===== src/rtl/tcps_pkg.sv =====
// ----------------------------------------------------------------------------
// tcps_pkg: shared types, constants and color functions
// Palette, byte order, channel blend and box-drawing flags used by the
// stages of the terminal cell pixel shader.
// ----------------------------------------------------------------------------
package tcps_pkg;

  // configuration register indexes (byte address 4*index)
  localparam int          CFG_ADDR_W          = 4;
  localparam logic [1:0]  REG_CELL_WIDTH      = 2'd0;
  localparam logic [1:0]  REG_CELL_HEIGHT     = 2'd1;
  localparam logic [1:0]  REG_BLUE_RED_SWAP   = 2'd2;
  localparam logic [1:0]  REG_CURSOR_INDEX    = 2'd3;

  localparam logic [5:0]  RESET_CELL_WIDTH    = 6'd8;
  localparam logic [6:0]  RESET_CELL_HEIGHT   = 7'd16;
  localparam logic [7:0]  RESET_CURSOR_INDEX  = 8'd15;

  // code point ranges
  localparam logic [20:0] CODE_SPACE          = 21'h000020;
  localparam logic [20:0] CODE_BOM            = 21'h00FEFF;
  localparam logic [20:0] BRAILLE_BASE        = 21'h002800;
  localparam logic [20:0] BOX_BASE            = 21'h002500;
  localparam logic [20:0] BOX_H_LAST          = 21'h002501;
  localparam logic [20:0] BOX_V_LAST          = 21'h002503;
  localparam logic [20:0] BOX_TAB_BASE        = 21'h00250C;
  localparam logic [6:0]  BOX_TAB_LEN         = 7'd64;
  localparam logic [20:0] BLOCK_BASE          = 21'h002580;
  localparam logic [20:0] BLOCK_FULL          = 21'h002588;

  // box segment flags: bit0 left, bit1 right, bit2 up, bit3 down
  localparam logic [3:0]  BOX_HLINE           = 4'd3;
  localparam logic [3:0]  BOX_VLINE           = 4'd12;

  localparam logic [7:0]  DIM_ALPHA           = 8'd128;

  typedef enum logic [2:0] {
    SHAPE_NONE,
    SHAPE_BRAILLE,
    SHAPE_BOX,
    SHAPE_BLOCK,
    SHAPE_GLYPH
  } shape_e;

  // configuration as seen by the datapath, geometry already saturated
  typedef struct packed {
    logic [5:0] cell_width;
    logic [6:0] cell_height;
    logic       blue_red_swapped;
    logic [7:0] cursor_color_index;
  } cfg_t;

  typedef struct packed {
    logic [20:0] code_point;
    logic        fore_is_rgb;
    logic [23:0] fore_value;
    logic        back_is_rgb;
    logic [23:0] back_value;
    logic [3:0]  attr_flags;
    logic        double_wide;
    logic        cursor_here;
    logic [5:0]  pixel_x;
    logic [5:0]  pixel_y;
    logic [7:0]  glyph_alpha;
  } item_t;

  // decode stage result
  typedef struct packed {
    logic [23:0] fg;
    logic [23:0] bg;
    logic [23:0] cur_rgb;
    logic        dim;
    logic        uline;
    logic        cursor_here;
    logic        double_wide;
    shape_e      shape;
    logic [7:0]  sel;
    logic [6:0]  ys;
    logic [6:0]  ye;
    logic [7:0]  alpha;
    logic [5:0]  x;
    logic [5:0]  y;
  } dec_t;

  // shape stage result
  typedef struct packed {
    logic [23:0] fg;
    logic [23:0] bg;
    logic [23:0] cur_rgb;
    logic [7:0]  alpha;
    logic        glyph;
    logic        hit;
    logic        uline_hit;
    logic        cursor_hit;
  } shp_t;

  function automatic logic [7:0] cube_level(input logic [2:0] n);
    logic [7:0] v;
    v = 8'(8'(n) * 8'd40 + 8'd55);
    return (n == 3'd0) ? 8'd0 : v;
  endfunction

  function automatic logic [23:0] pal_rgb(input logic [7:0] i);
    logic [7:0] v;
    logic [7:0] k;
    logic [7:0] r;
    logic [2:0] q36;
    logic [2:0] q6;
    logic [2:0] m6;
    logic [23:0] rgb;
    v   = '0;
    k   = '0;
    r   = '0;
    q36 = '0;
    q6  = '0;
    m6  = '0;
    rgb = '0;
    if (i < 8'd16) begin
      v = i[3] ? 8'hFF : 8'hAA;
      rgb = {i[0] ? v : 8'h00, i[1] ? v : 8'h00, i[2] ? v : 8'h00};
      if (i == 8'd0) rgb = 24'h000000;
      if (i == 8'd7) rgb = 24'hC0C0C0;
      if (i == 8'd8) rgb = 24'h555555;
    end else if (i < 8'd232) begin
      k = i - 8'd16;
      q36 = (k >= 8'd180) ? 3'd5 : (k >= 8'd144) ? 3'd4 : (k >= 8'd108) ? 3'd3 :
            (k >= 8'd72)  ? 3'd2 : (k >= 8'd36)  ? 3'd1 : 3'd0;
      r = k - 8'(8'(q36) * 8'd36);
      q6 = (r >= 8'd30) ? 3'd5 : (r >= 8'd24) ? 3'd4 : (r >= 8'd18) ? 3'd3 :
           (r >= 8'd12) ? 3'd2 : (r >= 8'd6)  ? 3'd1 : 3'd0;
      m6 = 3'(r - 8'(8'(q6) * 8'd6));
      rgb = {cube_level(q36), cube_level(q6), cube_level(m6)};
    end else begin
      v = 8'(8'(i - 8'd232) * 8'd10 + 8'd8);
      rgb = {v, v, v};
    end
    return rgb;
  endfunction

  function automatic logic [23:0] put_order(input logic [23:0] rgb, input logic swap);
    return swap ? {rgb[7:0], rgb[15:8], rgb[23:16]} : rgb;
  endfunction

  // flags for the box codes starting at the first corner
  function automatic logic [3:0] box_segs(input logic [5:0] o);
    logic [3:0] f;
    case (o[5:4])
      2'd0: begin
        case (o[3:2])
          2'd0:    f = 4'd10;
          2'd1:    f = 4'd9;
          2'd2:    f = 4'd6;
          default: f = 4'd5;
        endcase
      end
      2'd1:    f = o[3] ? 4'd13 : 4'd14;
      2'd2:    f = o[3] ? 4'd7 : 4'd11;
      default: f = 4'd15;
    endcase
    return f;
  endfunction

  function automatic logic [7:0] mix_chan(input logic [7:0] b, input logic [7:0] f,
                                          input logic [7:0] a);
    logic [15:0] s;
    s = 16'(16'(f) * 16'(a)) + 16'(16'(b) * 16'(8'hFF - a));
    return s[15:8];
  endfunction

  function automatic logic [23:0] mix_rgb(input logic [23:0] bg, input logic [23:0] fg,
                                          input logic [7:0] a);
    logic [23:0] m;
    m = {mix_chan(bg[23:16], fg[23:16], a), mix_chan(bg[15:8], fg[15:8], a),
         mix_chan(bg[7:0], fg[7:0], a)};
    if (a == 8'h00) m = bg;
    if (a == 8'hFF) m = fg;
    return m;
  endfunction

endpackage


===== src/rtl/tcps_cfg_regs.sv =====
// ----------------------------------------------------------------------------
// tcps_cfg_regs: configuration register file
// APB-style write/read of the four registers; presents saturated geometry.
// ----------------------------------------------------------------------------
module tcps_cfg_regs #(
  parameter int MAX_CELL_WIDTH  = 32,
  parameter int MAX_CELL_HEIGHT = 64
) (
  input  logic                            clk_i,
  input  logic                            rst_ni,
  input  logic                            psel,
  input  logic                            penable,
  input  logic                            pwrite,
  input  logic [tcps_pkg::CFG_ADDR_W-1:0] paddr,
  input  logic [31:0]                     pwdata,
  output logic [31:0]                     prdata,
  output logic                            pready,
  output tcps_pkg::cfg_t                  cfg_o
);
  import tcps_pkg::*;

  localparam int CW_CAP = (MAX_CELL_WIDTH > 63) ? 63 : MAX_CELL_WIDTH;
  localparam int CH_CAP = (MAX_CELL_HEIGHT > 127) ? 127 : MAX_CELL_HEIGHT;

  logic [5:0] cell_width_q;
  logic [6:0] cell_height_q;
  logic       swap_q;
  logic [7:0] cursor_idx_q;
  logic       wr_en;
  logic [1:0] reg_idx;

  assign pready  = 1'b1;
  assign wr_en   = psel && penable && pwrite;
  assign reg_idx = paddr[3:2];

  always_ff @(posedge clk_i or negedge rst_ni) begin
    if (!rst_ni) begin
      cell_width_q  <= RESET_CELL_WIDTH;
      cell_height_q <= RESET_CELL_HEIGHT;
      swap_q        <= 1'b0;
      cursor_idx_q  <= RESET_CURSOR_INDEX;
    end else if (wr_en) begin
      case (reg_idx)
        REG_CELL_WIDTH:    cell_width_q  <= pwdata[5:0];
        REG_CELL_HEIGHT:   cell_height_q <= pwdata[6:0];
        REG_BLUE_RED_SWAP: swap_q        <= pwdata[0];
        REG_CURSOR_INDEX:  cursor_idx_q  <= pwdata[7:0];
        default: ;
      endcase
    end
  end

  always_comb begin
    case (reg_idx)
      REG_CELL_WIDTH:    prdata = {26'd0, cell_width_q};
      REG_CELL_HEIGHT:   prdata = {25'd0, cell_height_q};
      REG_BLUE_RED_SWAP: prdata = {31'd0, swap_q};
      REG_CURSOR_INDEX:  prdata = {24'd0, cursor_idx_q};
      default:           prdata = '0;
    endcase
  end

  // clamp geometry into the supported range
  always_comb begin
    cfg_o.cell_width = cell_width_q;
    if (cell_width_q == 6'd0) cfg_o.cell_width = 6'd1;
    else if (32'(cell_width_q) > 32'(CW_CAP)) cfg_o.cell_width = 6'(CW_CAP);
    cfg_o.cell_height = cell_height_q;
    if (cell_height_q == 7'd0) cfg_o.cell_height = 7'd1;
    else if (32'(cell_height_q) > 32'(CH_CAP)) cfg_o.cell_height = 7'(CH_CAP);
    cfg_o.blue_red_swapped   = swap_q;
    cfg_o.cursor_color_index = cursor_idx_q;
  end

endmodule


===== src/rtl/tcps_decode.sv =====
// ----------------------------------------------------------------------------
// tcps_decode: first pipeline stage
// Resolves palette colors, reverse and bold, classifies the code point and
// works out the block-element row span.
// ----------------------------------------------------------------------------
module tcps_decode (
  input  logic            clk_i,
  input  logic            rst_ni,
  input  tcps_pkg::cfg_t  cfg_i,
  input  logic            in_valid_i,
  output logic            in_ready_o,
  input  tcps_pkg::item_t in_data_i,
  output logic            out_valid_o,
  input  logic            out_ready_i,
  output tcps_pkg::dec_t  out_data_o
);
  import tcps_pkg::*;

  logic        valid_q;
  dec_t        data_q;
  dec_t        data_d;
  logic        load;
  logic [23:0] fg0;
  logic [23:0] bg0;
  logic [23:0] bold_rgb;
  logic        bold;
  logic [20:0] code;
  logic [6:0]  lo;
  logic [6:0]  ch;
  logic [6:0]  fh;
  logic [3:0]  bk;

  assign in_ready_o  = !valid_q || out_ready_i;
  assign load        = in_valid_i && in_ready_o;
  assign out_valid_o = valid_q;
  assign out_data_o  = data_q;

  always_comb begin
    code = in_data_i.code_point;
    lo   = code[6:0];
    ch   = cfg_i.cell_height;
    bk   = code[3:0] - BLOCK_BASE[3:0];
    fh   = 7'((10'(ch) * 10'(bk[2:0])) >> 3);

    fg0 = put_order(in_data_i.fore_is_rgb ? in_data_i.fore_value :
                    pal_rgb(in_data_i.fore_value[7:0]), cfg_i.blue_red_swapped);
    bg0 = put_order(in_data_i.back_is_rgb ? in_data_i.back_value :
                    pal_rgb(in_data_i.back_value[7:0]), cfg_i.blue_red_swapped);
    // bold brightens by the original index, ignoring reverse
    bold_rgb = put_order(pal_rgb({4'b0000, 1'b1, in_data_i.fore_value[2:0]}),
                         cfg_i.blue_red_swapped);
    bold = in_data_i.attr_flags[1] && !in_data_i.fore_is_rgb &&
           (in_data_i.fore_value[7:0] < 8'd8);

    data_d.fg = bold ? bold_rgb : (in_data_i.attr_flags[0] ? bg0 : fg0);
    data_d.bg = in_data_i.attr_flags[0] ? fg0 : bg0;
    data_d.cur_rgb = put_order(pal_rgb(cfg_i.cursor_color_index), cfg_i.blue_red_swapped);
    data_d.dim = in_data_i.attr_flags[2] && !in_data_i.attr_flags[0];
    data_d.uline = in_data_i.attr_flags[3];
    data_d.cursor_here = in_data_i.cursor_here;
    data_d.double_wide = in_data_i.double_wide;
    data_d.alpha = in_data_i.glyph_alpha;
    data_d.x = in_data_i.pixel_x;
    data_d.y = in_data_i.pixel_y;
    data_d.sel = '0;
    data_d.ys = '0;
    data_d.ye = ch;

    if (code <= CODE_SPACE || code == CODE_BOM) begin
      data_d.shape = SHAPE_NONE;
    end else if (code[20:8] == BRAILLE_BASE[20:8]) begin
      data_d.shape = SHAPE_BRAILLE;
      data_d.sel = code[7:0];
    end else if (code[20:7] == BOX_BASE[20:7]) begin
      data_d.shape = SHAPE_BOX;
      if (lo <= BOX_H_LAST[6:0]) data_d.sel = {4'd0, BOX_HLINE};
      else if (lo <= BOX_V_LAST[6:0]) data_d.sel = {4'd0, BOX_VLINE};
      else if (lo >= BOX_TAB_BASE[6:0] && lo < BOX_TAB_BASE[6:0] + BOX_TAB_LEN)
        data_d.sel = {4'd0, box_segs(6'(lo - BOX_TAB_BASE[6:0]))};
      else data_d.sel = {4'd0, BOX_HLINE};
    end else if (code >= BLOCK_BASE && code <= BLOCK_FULL) begin
      data_d.shape = SHAPE_BLOCK;
      // upper half spans the top rows, the eighths grow up from the bottom
      if (code == BLOCK_BASE) data_d.ye = {1'b0, ch[6:1]};
      else if (code != BLOCK_FULL) data_d.ys = ch - fh;
    end else begin
      data_d.shape = SHAPE_GLYPH;
    end
  end

  always_ff @(posedge clk_i or negedge rst_ni) begin
    if (!rst_ni) begin
      valid_q <= 1'b0;
    end else if (in_ready_o) begin
      valid_q <= in_valid_i;
    end
  end

  always_ff @(posedge clk_i) begin
    if (load) begin
      data_q <= data_d;
    end
  end

endmodule


===== src/rtl/tcps_shape.sv =====
// ----------------------------------------------------------------------------
// tcps_shape: second pipeline stage
// Applies dim, tests the pixel against braille dots, box lines and block
// rows, and evaluates the underline and cursor areas.
// ----------------------------------------------------------------------------
module tcps_shape (
  input  logic           clk_i,
  input  logic           rst_ni,
  input  tcps_pkg::cfg_t cfg_i,
  input  logic           in_valid_i,
  output logic           in_ready_o,
  input  tcps_pkg::dec_t in_data_i,
  output logic           out_valid_o,
  input  logic           out_ready_i,
  output tcps_pkg::shp_t out_data_o
);
  import tcps_pkg::*;

  localparam int DOT_BIT [2][4] = '{'{0, 1, 2, 6}, '{3, 4, 5, 7}};

  logic       valid_q;
  shp_t       data_q;
  shp_t       data_d;
  logic       load;
  logic [6:0] pw;
  logic [6:0] ch;
  logic [5:0] cw;
  logic [5:0] dw;
  logic [4:0] dh;
  logic [4:0] dotw;
  logic [3:0] doth;
  logic [5:0] mx;
  logic [5:0] my;
  logic [7:0] xe;
  logic [7:0] ye;
  logic [7:0] dx [2];
  logic [7:0] dy [4];
  logic       braille_hit;
  logic       box_hit;
  logic       block_hit;

  assign in_ready_o  = !valid_q || out_ready_i;
  assign load        = in_valid_i && in_ready_o;
  assign out_valid_o = valid_q;
  assign out_data_o  = data_q;

  always_comb begin
    cw   = cfg_i.cell_width;
    ch   = cfg_i.cell_height;
    pw   = in_data_i.double_wide ? {cw, 1'b0} : {1'b0, cw};
    dw   = pw[6:1];
    dh   = ch[6:2];
    dotw = (dw[5:1] == 5'd0) ? 5'd1 : dw[5:1];
    doth = (dh[4:1] == 4'd0) ? 4'd1 : dh[4:1];
    mx   = pw[6:1];
    my   = ch[6:1];
    xe   = {2'b00, in_data_i.x};
    ye   = {2'b00, in_data_i.y};

    // dot origins sit a quarter pitch into each column and row
    dx[0] = {4'd0, dw[5:2]};
    dx[1] = {2'b00, dw} + {4'd0, dw[5:2]};
    for (int r = 0; r < 4; r++) begin
      dy[r] = 8'(8'(r) * {3'b000, dh}) + {5'd0, dh[4:2]};
    end

    braille_hit = 1'b0;
    for (int c = 0; c < 2; c++) begin
      for (int r = 0; r < 4; r++) begin
        if (in_data_i.sel[DOT_BIT[c][r]] &&
            xe >= dx[c] && xe < dx[c] + {3'd0, dotw} &&
            ye >= dy[r] && ye < dy[r] + {4'd0, doth})
          braille_hit = 1'b1;
      end
    end

    box_hit = (in_data_i.sel[0] && in_data_i.y == my && in_data_i.x <= mx) ||
              (in_data_i.sel[1] && in_data_i.y == my && in_data_i.x >= mx &&
               {1'b0, in_data_i.x} < pw) ||
              (in_data_i.sel[2] && in_data_i.x == mx && in_data_i.y <= my) ||
              (in_data_i.sel[3] && in_data_i.x == mx && in_data_i.y >= my &&
               {1'b0, in_data_i.y} < ch);

    block_hit = {1'b0, in_data_i.x} < pw && {1'b0, in_data_i.y} >= in_data_i.ys &&
                {1'b0, in_data_i.y} < in_data_i.ye;

    data_d.fg = in_data_i.dim ? mix_rgb(in_data_i.bg, in_data_i.fg, DIM_ALPHA)
                              : in_data_i.fg;
    data_d.bg = in_data_i.bg;
    data_d.cur_rgb = in_data_i.cur_rgb;
    data_d.alpha = in_data_i.alpha;
    data_d.glyph = (in_data_i.shape == SHAPE_GLYPH);
    case (in_data_i.shape)
      SHAPE_BRAILLE: data_d.hit = braille_hit;
      SHAPE_BOX:     data_d.hit = box_hit;
      SHAPE_BLOCK:   data_d.hit = block_hit;
      default:       data_d.hit = 1'b0;
    endcase
    // second row from the bottom; never matches when the cell is one row high
    data_d.uline_hit = in_data_i.uline && {1'b0, in_data_i.x} < pw &&
                       ({1'b0, in_data_i.y} + 7'd2 == ch);
    data_d.cursor_hit = in_data_i.cursor_here && in_data_i.x < cw &&
                        {1'b0, in_data_i.y} < ch;
  end

  always_ff @(posedge clk_i or negedge rst_ni) begin
    if (!rst_ni) begin
      valid_q <= 1'b0;
    end else if (in_ready_o) begin
      valid_q <= in_valid_i;
    end
  end

  always_ff @(posedge clk_i) begin
    if (load) begin
      data_q <= data_d;
    end
  end

endmodule


===== src/rtl/tcps_blend.sv =====
// ----------------------------------------------------------------------------
// tcps_blend: last pipeline stage and output register
// Blends glyph coverage and composes shape, underline and cursor.
// ----------------------------------------------------------------------------
module tcps_blend (
  input  logic           clk_i,
  input  logic           rst_ni,
  input  logic           in_valid_i,
  output logic           in_ready_o,
  input  tcps_pkg::shp_t in_data_i,
  output logic           out_valid_o,
  input  logic           out_ready_i,
  output logic [23:0]    pixel_color_o
);
  import tcps_pkg::*;

  logic        valid_q;
  logic [23:0] pixel_q;
  logic [23:0] pixel_d;
  logic        load;

  assign in_ready_o    = !valid_q || out_ready_i;
  assign load          = in_valid_i && in_ready_o;
  assign out_valid_o   = valid_q;
  assign pixel_color_o = pixel_q;

  always_comb begin
    if (in_data_i.glyph) pixel_d = mix_rgb(in_data_i.bg, in_data_i.fg, in_data_i.alpha);
    else if (in_data_i.hit) pixel_d = in_data_i.fg;
    else pixel_d = in_data_i.bg;
    if (in_data_i.uline_hit) pixel_d = in_data_i.fg;
    if (in_data_i.cursor_hit) pixel_d = in_data_i.cur_rgb;
  end

  always_ff @(posedge clk_i or negedge rst_ni) begin
    if (!rst_ni) begin
      valid_q <= 1'b0;
    end else if (in_ready_o) begin
      valid_q <= in_valid_i;
    end
  end

  always_ff @(posedge clk_i) begin
    if (load) begin
      pixel_q <= pixel_d;
    end
  end

endmodule


===== src/rtl/terminal_cell_pixel_shader_unit.sv =====
// ----------------------------------------------------------------------------
// terminal_cell_pixel_shader_unit: character cell pixel shader
// Gives the 24-bit color of one pixel of a text-mode character cell.
// ----------------------------------------------------------------------------
// channel  dir  handshake                 payload
// in       in   in_valid_i / in_ready_o   code_point_i .. glyph_alpha_i
// out      out  out_valid_o / out_ready_i pixel_color_o
// cfg      in   psel, penable, pwrite     paddr, pwdata / prdata, pready
//
// one pixel per clock while out_ready_i is high; a pixel passes the decode,
// shape and blend register stages, the last of which is the output register
// reset clears the stage valid bits and loads the register defaults
// a low out_ready_i holds the output; each stage still fills while its
// successor is full, so bubbles close up and nothing is lost or repeated
// ----------------------------------------------------------------------------
module terminal_cell_pixel_shader_unit #(
  parameter int MAX_CELL_WIDTH  = 32,
  parameter int MAX_CELL_HEIGHT = 64
) (
  input  logic                            clk_i,
  input  logic                            rst_ni,
  input  logic                            psel,
  input  logic                            penable,
  input  logic                            pwrite,
  input  logic [tcps_pkg::CFG_ADDR_W-1:0] paddr,
  input  logic [31:0]                     pwdata,
  output logic [31:0]                     prdata,
  output logic                            pready,
  input  logic                            in_valid_i,
  output logic                            in_ready_o,
  input  logic [20:0]                     code_point_i,
  input  logic                            fore_is_rgb_i,
  input  logic [23:0]                     fore_value_i,
  input  logic                            back_is_rgb_i,
  input  logic [23:0]                     back_value_i,
  input  logic [3:0]                      attr_flags_i,
  input  logic                            double_wide_i,
  input  logic                            cursor_here_i,
  input  logic [5:0]                      pixel_x_i,
  input  logic [5:0]                      pixel_y_i,
  input  logic [7:0]                      glyph_alpha_i,
  output logic                            out_valid_o,
  input  logic                            out_ready_i,
  output logic [23:0]                     pixel_color_o
);
  import tcps_pkg::*;

  cfg_t  cfg;
  item_t item;
  dec_t  dec_data;
  shp_t  shp_data;
  logic  dec_valid;
  logic  dec_ready;
  logic  shp_valid;
  logic  shp_ready;

  assign item = '{
    code_point:  code_point_i,
    fore_is_rgb: fore_is_rgb_i,
    fore_value:  fore_value_i,
    back_is_rgb: back_is_rgb_i,
    back_value:  back_value_i,
    attr_flags:  attr_flags_i,
    double_wide: double_wide_i,
    cursor_here: cursor_here_i,
    pixel_x:     pixel_x_i,
    pixel_y:     pixel_y_i,
    glyph_alpha: glyph_alpha_i
  };

  tcps_cfg_regs #(
    .MAX_CELL_WIDTH  (MAX_CELL_WIDTH),
    .MAX_CELL_HEIGHT (MAX_CELL_HEIGHT)
  ) u_cfg_regs (
    .clk_i   (clk_i),
    .rst_ni  (rst_ni),
    .psel    (psel),
    .penable (penable),
    .pwrite  (pwrite),
    .paddr   (paddr),
    .pwdata  (pwdata),
    .prdata  (prdata),
    .pready  (pready),
    .cfg_o   (cfg)
  );

  tcps_decode u_decode (
    .clk_i       (clk_i),
    .rst_ni      (rst_ni),
    .cfg_i       (cfg),
    .in_valid_i  (in_valid_i),
    .in_ready_o  (in_ready_o),
    .in_data_i   (item),
    .out_valid_o (dec_valid),
    .out_ready_i (dec_ready),
    .out_data_o  (dec_data)
  );

  tcps_shape u_shape (
    .clk_i       (clk_i),
    .rst_ni      (rst_ni),
    .cfg_i       (cfg),
    .in_valid_i  (dec_valid),
    .in_ready_o  (dec_ready),
    .in_data_i   (dec_data),
    .out_valid_o (shp_valid),
    .out_ready_i (shp_ready),
    .out_data_o  (shp_data)
  );

  tcps_blend u_blend (
    .clk_i         (clk_i),
    .rst_ni        (rst_ni),
    .in_valid_i    (shp_valid),
    .in_ready_o    (shp_ready),
    .in_data_i     (shp_data),
    .out_valid_o   (out_valid_o),
    .out_ready_i   (out_ready_i),
    .pixel_color_o (pixel_color_o)
  );

endmodule


===== config.mk =====
export PLATFORM = sky130hd
export DESIGN_NAME = terminal_cell_pixel_shader_unit
export DESIGN_NICKNAME = d
export VERILOG_FILES = /design/src/rtl/tcps_pkg.sv /design/src/rtl/tcps_cfg_regs.sv /design/src/rtl/tcps_decode.sv /design/src/rtl/tcps_shape.sv /design/src/rtl/tcps_blend.sv /design/src/rtl/terminal_cell_pixel_shader_unit.sv
export SDC_FILE = /design/constraint.sdc
export NUM_CORES = 2
export LEC_CHECK = 0
export BUFFER_PORTS_ARGS = -buffer_cell sky130_fd_sc_hd__buf_2
export CAP_MARGIN = 20
export CORE_MARGIN = 8
export CORE_UTILIZATION = 65
export CTS_BUF_LIST = sky130_fd_sc_hd__clkbuf_4
export DETAILED_ROUTE_END_ITERATION = 10
export PLACE_DENSITY = 0.84
export SLEW_MARGIN = 20
export SYNTH_ARGS = -nofsm -noshare
export SYNTH_HDL_FRONTEND = slang
export SYNTH_SLANG_ARGS = --single-unit

===== constraint.sdc =====
create_clock -name clk_i -period 8.62 [get_ports clk_i]
set_input_delay 1.724 -clock clk_i [delete_from_list [all_inputs] [get_ports clk_i]]
set_output_delay 1.724 -clock clk_i [all_outputs]
set_load 0.005 [all_outputs]

Word-level counts from Yosys, hierarchy flattened
Cells that the tools add are included.
{"block": "totals", "register_bits": 254, "in_bits": 140, "output_inout_bits": 59, "word_cells": 417}
{"block": "op_classes", "n_addsub": 44, "mul": 29, "n_lt_le_gt_ge": 67, "n_eq_ne": 26, "n_mux": 119, "n_bitwise": 2, "n_reduce_logical": 98}
{"cell": "$mux W24", "n": 32}
{"cell": "$mux W8", "n": 23}
{"cell": "$pmux W32 S4", "n": 1}
{"cell": "$mux W7", "n": 11}
{"cell": "$mux W3", "n": 25}
{"cell": "$add A8 B6 Y8 const B", "n": 9}
{"cell": "$ge A8 B5 Y1 const B", "n": 9}
{"cell": "$logic_and A1 B1 Y1", "n": 58}
{"cell": "$add A15 B15 Y16", "n": 3}
{"cell": "$add A16 B16 Y16", "n": 3}
{"cell": "$ge A8 B7 Y1 const B", "n": 6}
{"cell": "$ge A8 B8 Y1 const B", "n": 6}
{"cell": "$lt A6 B8 Y1", "n": 6}
{"cell": "$mul A8 B8 Y16", "n": 3}
{"cell": "$mul A3 B3 Y5 const B", "n": 9}
{"cell": "$mul A8 B7 Y15 const B", "n": 3}
{"cell": "$ge A6 B8 Y1", "n": 4}
{"cell": "$logic_not A8 Y1", "n": 4}
{"cell": "$mul A8 B16 Y16", "n": 2}
{"cell": "$logic_not A3 Y1", "n": 10}
{"cell": "$add A8 B4 Y8", "n": 3}
{"cell": "$add A8 B4 Y8 const B", "n": 3}
{"cell": "$eq A8 B3 Y1 const B", "n": 3}
{"cell": "$eq A8 B4 Y1 const B", "n": 3}
{"cell": "other kinds (76)", "n": 146}

Logic depth before layout (Yosys ltp)
{"block": "depth", "word_depth": 26, "depth_mapped": 28, "depth_no_buf": 28}

Hierarchy
A second synthesis with hierarchy kept.
{"block": "hier_totals", "cells_unflattened": 4042, "area_unflattened_um2": 38371.8}
{"module": "tcps_blend", "instances": 1, "cells_per_inst": 1706, "area_each_um2": 14984.4, "seq_area_each_um2": 745.7}
{"module": "tcps_shape", "instances": 1, "cells_per_inst": 1053, "area_each_um2": 11115.7, "seq_area_each_um2": 2547.4}
{"module": "tcps_decode", "instances": 1, "cells_per_inst": 1164, "area_each_um2": 10930.5, "seq_area_each_um2": 3658.5}
{"module": "tcps_cfg_regs", "instances": 1, "cells_per_inst": 119, "area_each_um2": 1341.3, "seq_area_each_um2": 558.0}

Least setup slack after synthesis
OpenSTA, ideal clock, no wires.
{"block": "synth_timing", "path_kind": "input port to flip-flop", "startpoint": "input port back_value_i[3]", "endpoint": "register u_decode.data_q, in the netlist u_decode.out_data_o[104], data pin", "setup_time_ps": 261, "arrival_time_ps": 7148, "required_ps": 8359, "path_slack_ps": 1211, "path_stages": 25, "n_path_buf": 1, "cell_sequence": "clkbuf_1 inv_1 ha_1 a31o_2 o21ai_0 nand2_1 ha_1 nor2b_1 o31a_1 o21a_1 o21ai_0 o2111ai_1 or2_2 nand2b_1 ha_1 xnor2_1 ha_1 ha_1 o21ai_0 xor2_1 xnor2_1 a221oi_1 a21oi_1 mux2_2 a221o_1"}
{"element": "start: declaration", "line_no": "terminal_cell_pixel_shader_unit.sv:35", "source": "input logic [23:0] back_value_i,"}
{"element": "end signal: assignment", "line_no": "tcps_decode.sv:101", "source": "data_q <= data_d;"}
{"element": "end: declaration", "line_no": "tcps_decode.sv:20", "source": "dec_t data_q;"}

Worst setup path in the final report
{"block": "layout_timing", "startpoint": "register u_shape.data_q, in the netlist u_shape.out_data_o[10]", "endpoint": "register u_blend.pixel_q[15], in the netlist u_blend.pixel_color_o[15], data pin"}
{"block": "layout_via", "elab_chain_len": 8, "word_cells_on_any_way": 11, "cone_classes": "add/sub: 2; mul: 2; eq/ne: 1; mux: 5; reduce/logical: 1"}
{"element": "start: declaration", "line_no": "tcps_shape.sv:22", "source": "shp_t data_q;"}
{"element": "start signal: assignment", "line_no": "tcps_shape.sv:116", "source": "data_q <= data_d;"}
{"element": "$sub A8 B8 Y9", "line_no": "tcps_pkg.sv:166", "source": "s = 16'(16'(f) * 16'(a)) + 16'(16'(b) * 16'(8'hFF - a));"}
{"element": "$mul A8 B16 Y16", "line_no": "tcps_pkg.sv:166"}
{"element": "$add A16 B16 Y16", "line_no": "tcps_pkg.sv:166"}
{"element": "$mux W24", "line_no": "tcps_pkg.sv:175", "source": "if (a == 8'h00) m = bg;"}
{"element": "$mux W24 *", "line_no": "tcps_pkg.sv:176", "source": "if (a == 8'hFF) m = fg;"}
{"element": "$mux W24 *", "line_no": "tcps_blend.sv:28", "source": "if (in_data_i.glyph) pixel_d = mix_rgb(in_data_i.bg, in_data_i.fg, in_data_i.alpha);"}
{"element": "$mux W24 *", "line_no": "tcps_blend.sv:31", "source": "if (in_data_i.uline_hit) pixel_d = in_data_i.fg;"}
{"element": "$mux W24 *", "line_no": "tcps_blend.sv:32", "source": "if (in_data_i.cursor_hit) pixel_d = in_data_i.cur_rgb;"}
{"element": "named net u_blend.pixel_d[15]", "line_no": "tcps_blend.sv:19", "source": "logic [23:0] pixel_d;"}
{"element": "end signal: assignment", "line_no": "tcps_blend.sv:45", "source": "pixel_q <= pixel_d;"}
{"element": "end: declaration", "line_no": "tcps_blend.sv:18", "source": "logic [23:0] pixel_q;"}
The timed path passes the listed nets; every way through them passes the cells marked *.
A chain may end at the register's enable or synchronous reset.

==> impl_metrics.toml <==
[run_status]
outcome = "finished, final reports clean"

[place]
portBuffers = 147
gp_congestion = 0.961
dp_hpwl_um = 72800

[worst_setup_path]
cp_max_fo = 22
critical_path.endpoint_type = "flop"
cp-start-kind = "flop"
worst-setup-path-type = "reg2reg"
cp.arrival_ns = 8.09
critPathRequiredTime_ns = 9.18

[grt]
grt_pass1_wl_um = 152000
grt_max_degree = 79
grt-ovfl-total = 0
antenna_found_initial = 3
grt_util_all_layers_pct = 29.1
grt_pass1_vias = 29804

[timing]
worst_pin_slew_ns = 1.12
finalCriticalPeriod_ns = 7.53
hold_viol = 0
relSlewSlack_pct = 25.3
rsz0062_at_grt = "false"
maxSlewViolCount = 0
timing.final.setup_violations = 0
period_share_pct = 87.3
skew_ns = 0.0938
max_freq_mhz = 133
setup_tns_ns = 0

[yosys]
synthArstFlopShare_pct = 9.84
synth_edf_count = 229
synthFlopType = "edfxtp_1"
postSynthCellCount = 3879
synth.avg_cell_area_sq_um = 9.55
synthesis.area_sq_um = 37000
synth_area_leaders = "fa_1 22%, edfxtp_1 19%, ha_1 17%"
yosys_warnings = 0
ys_types = 89
yosys_register_bits = 254
yosys.area.top_type = "fa_1"
yosysSeqAreaShare_pct = 20.3
synth_top_area_share_pct = 22.2

[routing]
wl_per_cell_um = 19.4
via_per_inst = 5.96
drc_errors = 0
drtPass1Iterations = 6
first_iter_violations = 2002
vias = 28648
ant_nets = 0
wirelength_um = 93000

[cts]
htree_levels = 3
numCtsBuffers = 73
clock_sinks = 254
clockBufferDepth = 3
cts_tree = "yes"
ctsResizeCount = 0
cts_setup_buffers = 0
root_buffer = "clkbuf_4"
path_clk_slew_ns = 0.06
clk_latency_ns = 0.83
ctsHoldBuffers = 0

[die]
die_w_um = 255
ios = 199
fp-row-count = 87
die_area_sq_um = 64900
die_y_um = 255
floorplan.initialDensity_pct = 65.7
core_area_sq_um = 56400

[final_layout]
drive_gt1_share_pct = 9.22
utilization_pct = 69.8
layout.nets = 5055
synthToLayoutAreaGrowth_pct = 6.28

[flow_run]
drv_cap = 0

[min_path]
hold_path_class = "reg2reg"
==> critical path: stages, from the launching register on <==
cell,delay (ns)
edfxtp_1,1.09
buf_4,0.33
nand2_1,0.10
fa_1,0.53
fa_1,0.54
inv_1,0.06
fa_1,0.44
fa_1,0.55
inv_1,0.05
fa_1,0.48
inv_1,0.06
fa_1,0.49
ha_1,0.32
and3_1,0.15
a221oi_1,0.58
o21ai_0,0.34
nor4_1,0.38
o31ai_1,0.16
xnor2_1,0.16
a21oi_1,0.15
nor2_1,0.05
a21oi_1,0.29
==> registers in the layout (all words and copies together) (netlist names) <==
name	flops
u_cfg_regs.swap_q	1
u_decode.out_valid_o	1
u_blend.out_valid_o	1
u_cfg_regs.cell_height_q	7
u_decode.out_data_o	121
u_cfg_regs.cursor_idx_q	8
u_blend.pixel_color_o	24
u_shape.out_valid_o	1
u_cfg_regs.cell_width_q	6
u_shape.out_data_o	84
==> Yosys cell counts (8+ instances only) <==
cell type    n
o21bai_1     9
a221o_1     15
a21o_1      63
fa_1       411
o21a_1      20
a21oi_1    169
xnor2_1     88
a211oi_1    11
buf_1       22
nor3b_1      8
clkbuf_1   117
mux2_2      38
edfxtp_1   229
o211ai_1    15
a221oi_1    17
nor3_1      39
nor2_1     164
buf_4       25
nor4_1      14
nor2b_1    139
o221ai_1    10
or2_2       11
a21boi_0     9
o21ai_0    146
and3_1      12
or3_1       14
nand3_1     35
o31ai_1     15
a2111oi_0    8
o22ai_1     26
ha_1       516
dfrtp_1     19
nand2_1    300
mux2i_1     75
a31oi_1     35
xor2_1      57
nand2b_1   117
inv_1      619
and2_1     100
nand4_1     12
==> metrics by stage <==
stage          setup WS [ns]  hold slack, ns  area, sq um  cells
3_3_place_gp           0.638           0.402        38300   4669
2_1_floorplan           1.21           0.400        37100   3902
3_5_place_dp           0.586           0.405        38300   4669
6_report                1.09           0.373        39400   4805
4_1_cts                 1.18           0.364        39400   4803
5_1_grt                0.682           0.366        39400   4805
==> cells by family (layout without fill, tap and decap cells) <==
| family | Yosys count | count (layout) | synth area share, % |
|---|---|---|---|
| compound gates | 645 | 645 | 11.3 |
| xor+xnor | 145 | 145 | 3.43 |
| fa+ha+maj | 929 | 929 | 39.7 |
| buf+inv | 789 | 934 | 8.28 |
| flops | 254 | 254 | 20.3 |
| mux | 114 | 114 | 3.24 |
| other cells | 2 | 27 | 0.0203 |
| simple gates | 1001 | 1001 | 13.8 |
==> cell usage in the layout (no fill, tap or decap), types with 117 or more instances in the layout <==
cell and instances:
nor2b_1 139, inv_1 619, ha_1 516, buf_2 147, o21ai_0 146, nor2_1 164, edfxtp_1 229, a21oi_1 169
nand2b_1 117, fa_1 411, nand2_1 300
==> final timing paths <==
check / end / cells past startpoint / from / slack [ns]
setup reg to reg: u_blend.pixel_color_o[15] / 21 / u_shape.out_data_o[10] / 1.09
min in group asynchronous: u_cfg_regs.cursor_idx_q[6] / 1 / rst_ni / 0.94
hold reg to reg: u_shape.out_data_o[29] / 0 / u_decode.out_data_o[66] / 0.37
setup / recovery: u_blend.pixel_color_o[15] / 21 / u_shape.out_data_o[10] / 1.09
max in group asynchronous: u_decode.out_valid_o / 1 / rst_ni / 7.28
hold / removal: u_shape.out_data_o[29] / 0 / u_decode.out_data_o[66] / 0.37
==> routing by layer <==
metal  part of all wire, %  up-vias  routed length, um  GRT usage [%]
li1                      -    13182                  -              -
met1                    39    13927              36700           37.2
met2                    48     1260              44700           48.7
met3                   8.0      277               7400           4.76
met4                   4.5        2               4180           13.0
met5                 0.014        -                 13              0
==> cell type report <==
| cell class | count | area, sq um |
|---|---|---|
| Multi-Input combinational cell | 2859 | 26600 |
| Fill cell | 4292 | 17000 |
| Sequential cell | 254 | 7510 |
| Inverter | 622 | 2330 |
| Timing Repair Buffer | 178 | 968 |
| Tap cell | 756 | 946 |
| Clock buffer | 97 | 728 |
| Clock inverter | 37 | 309 |
| Antenna cell | 2 | 5.00 |
Power is left out: the tool's default activity adds up to more than one toggle a clock period on the data nets, which glitch-free logic cannot reach.
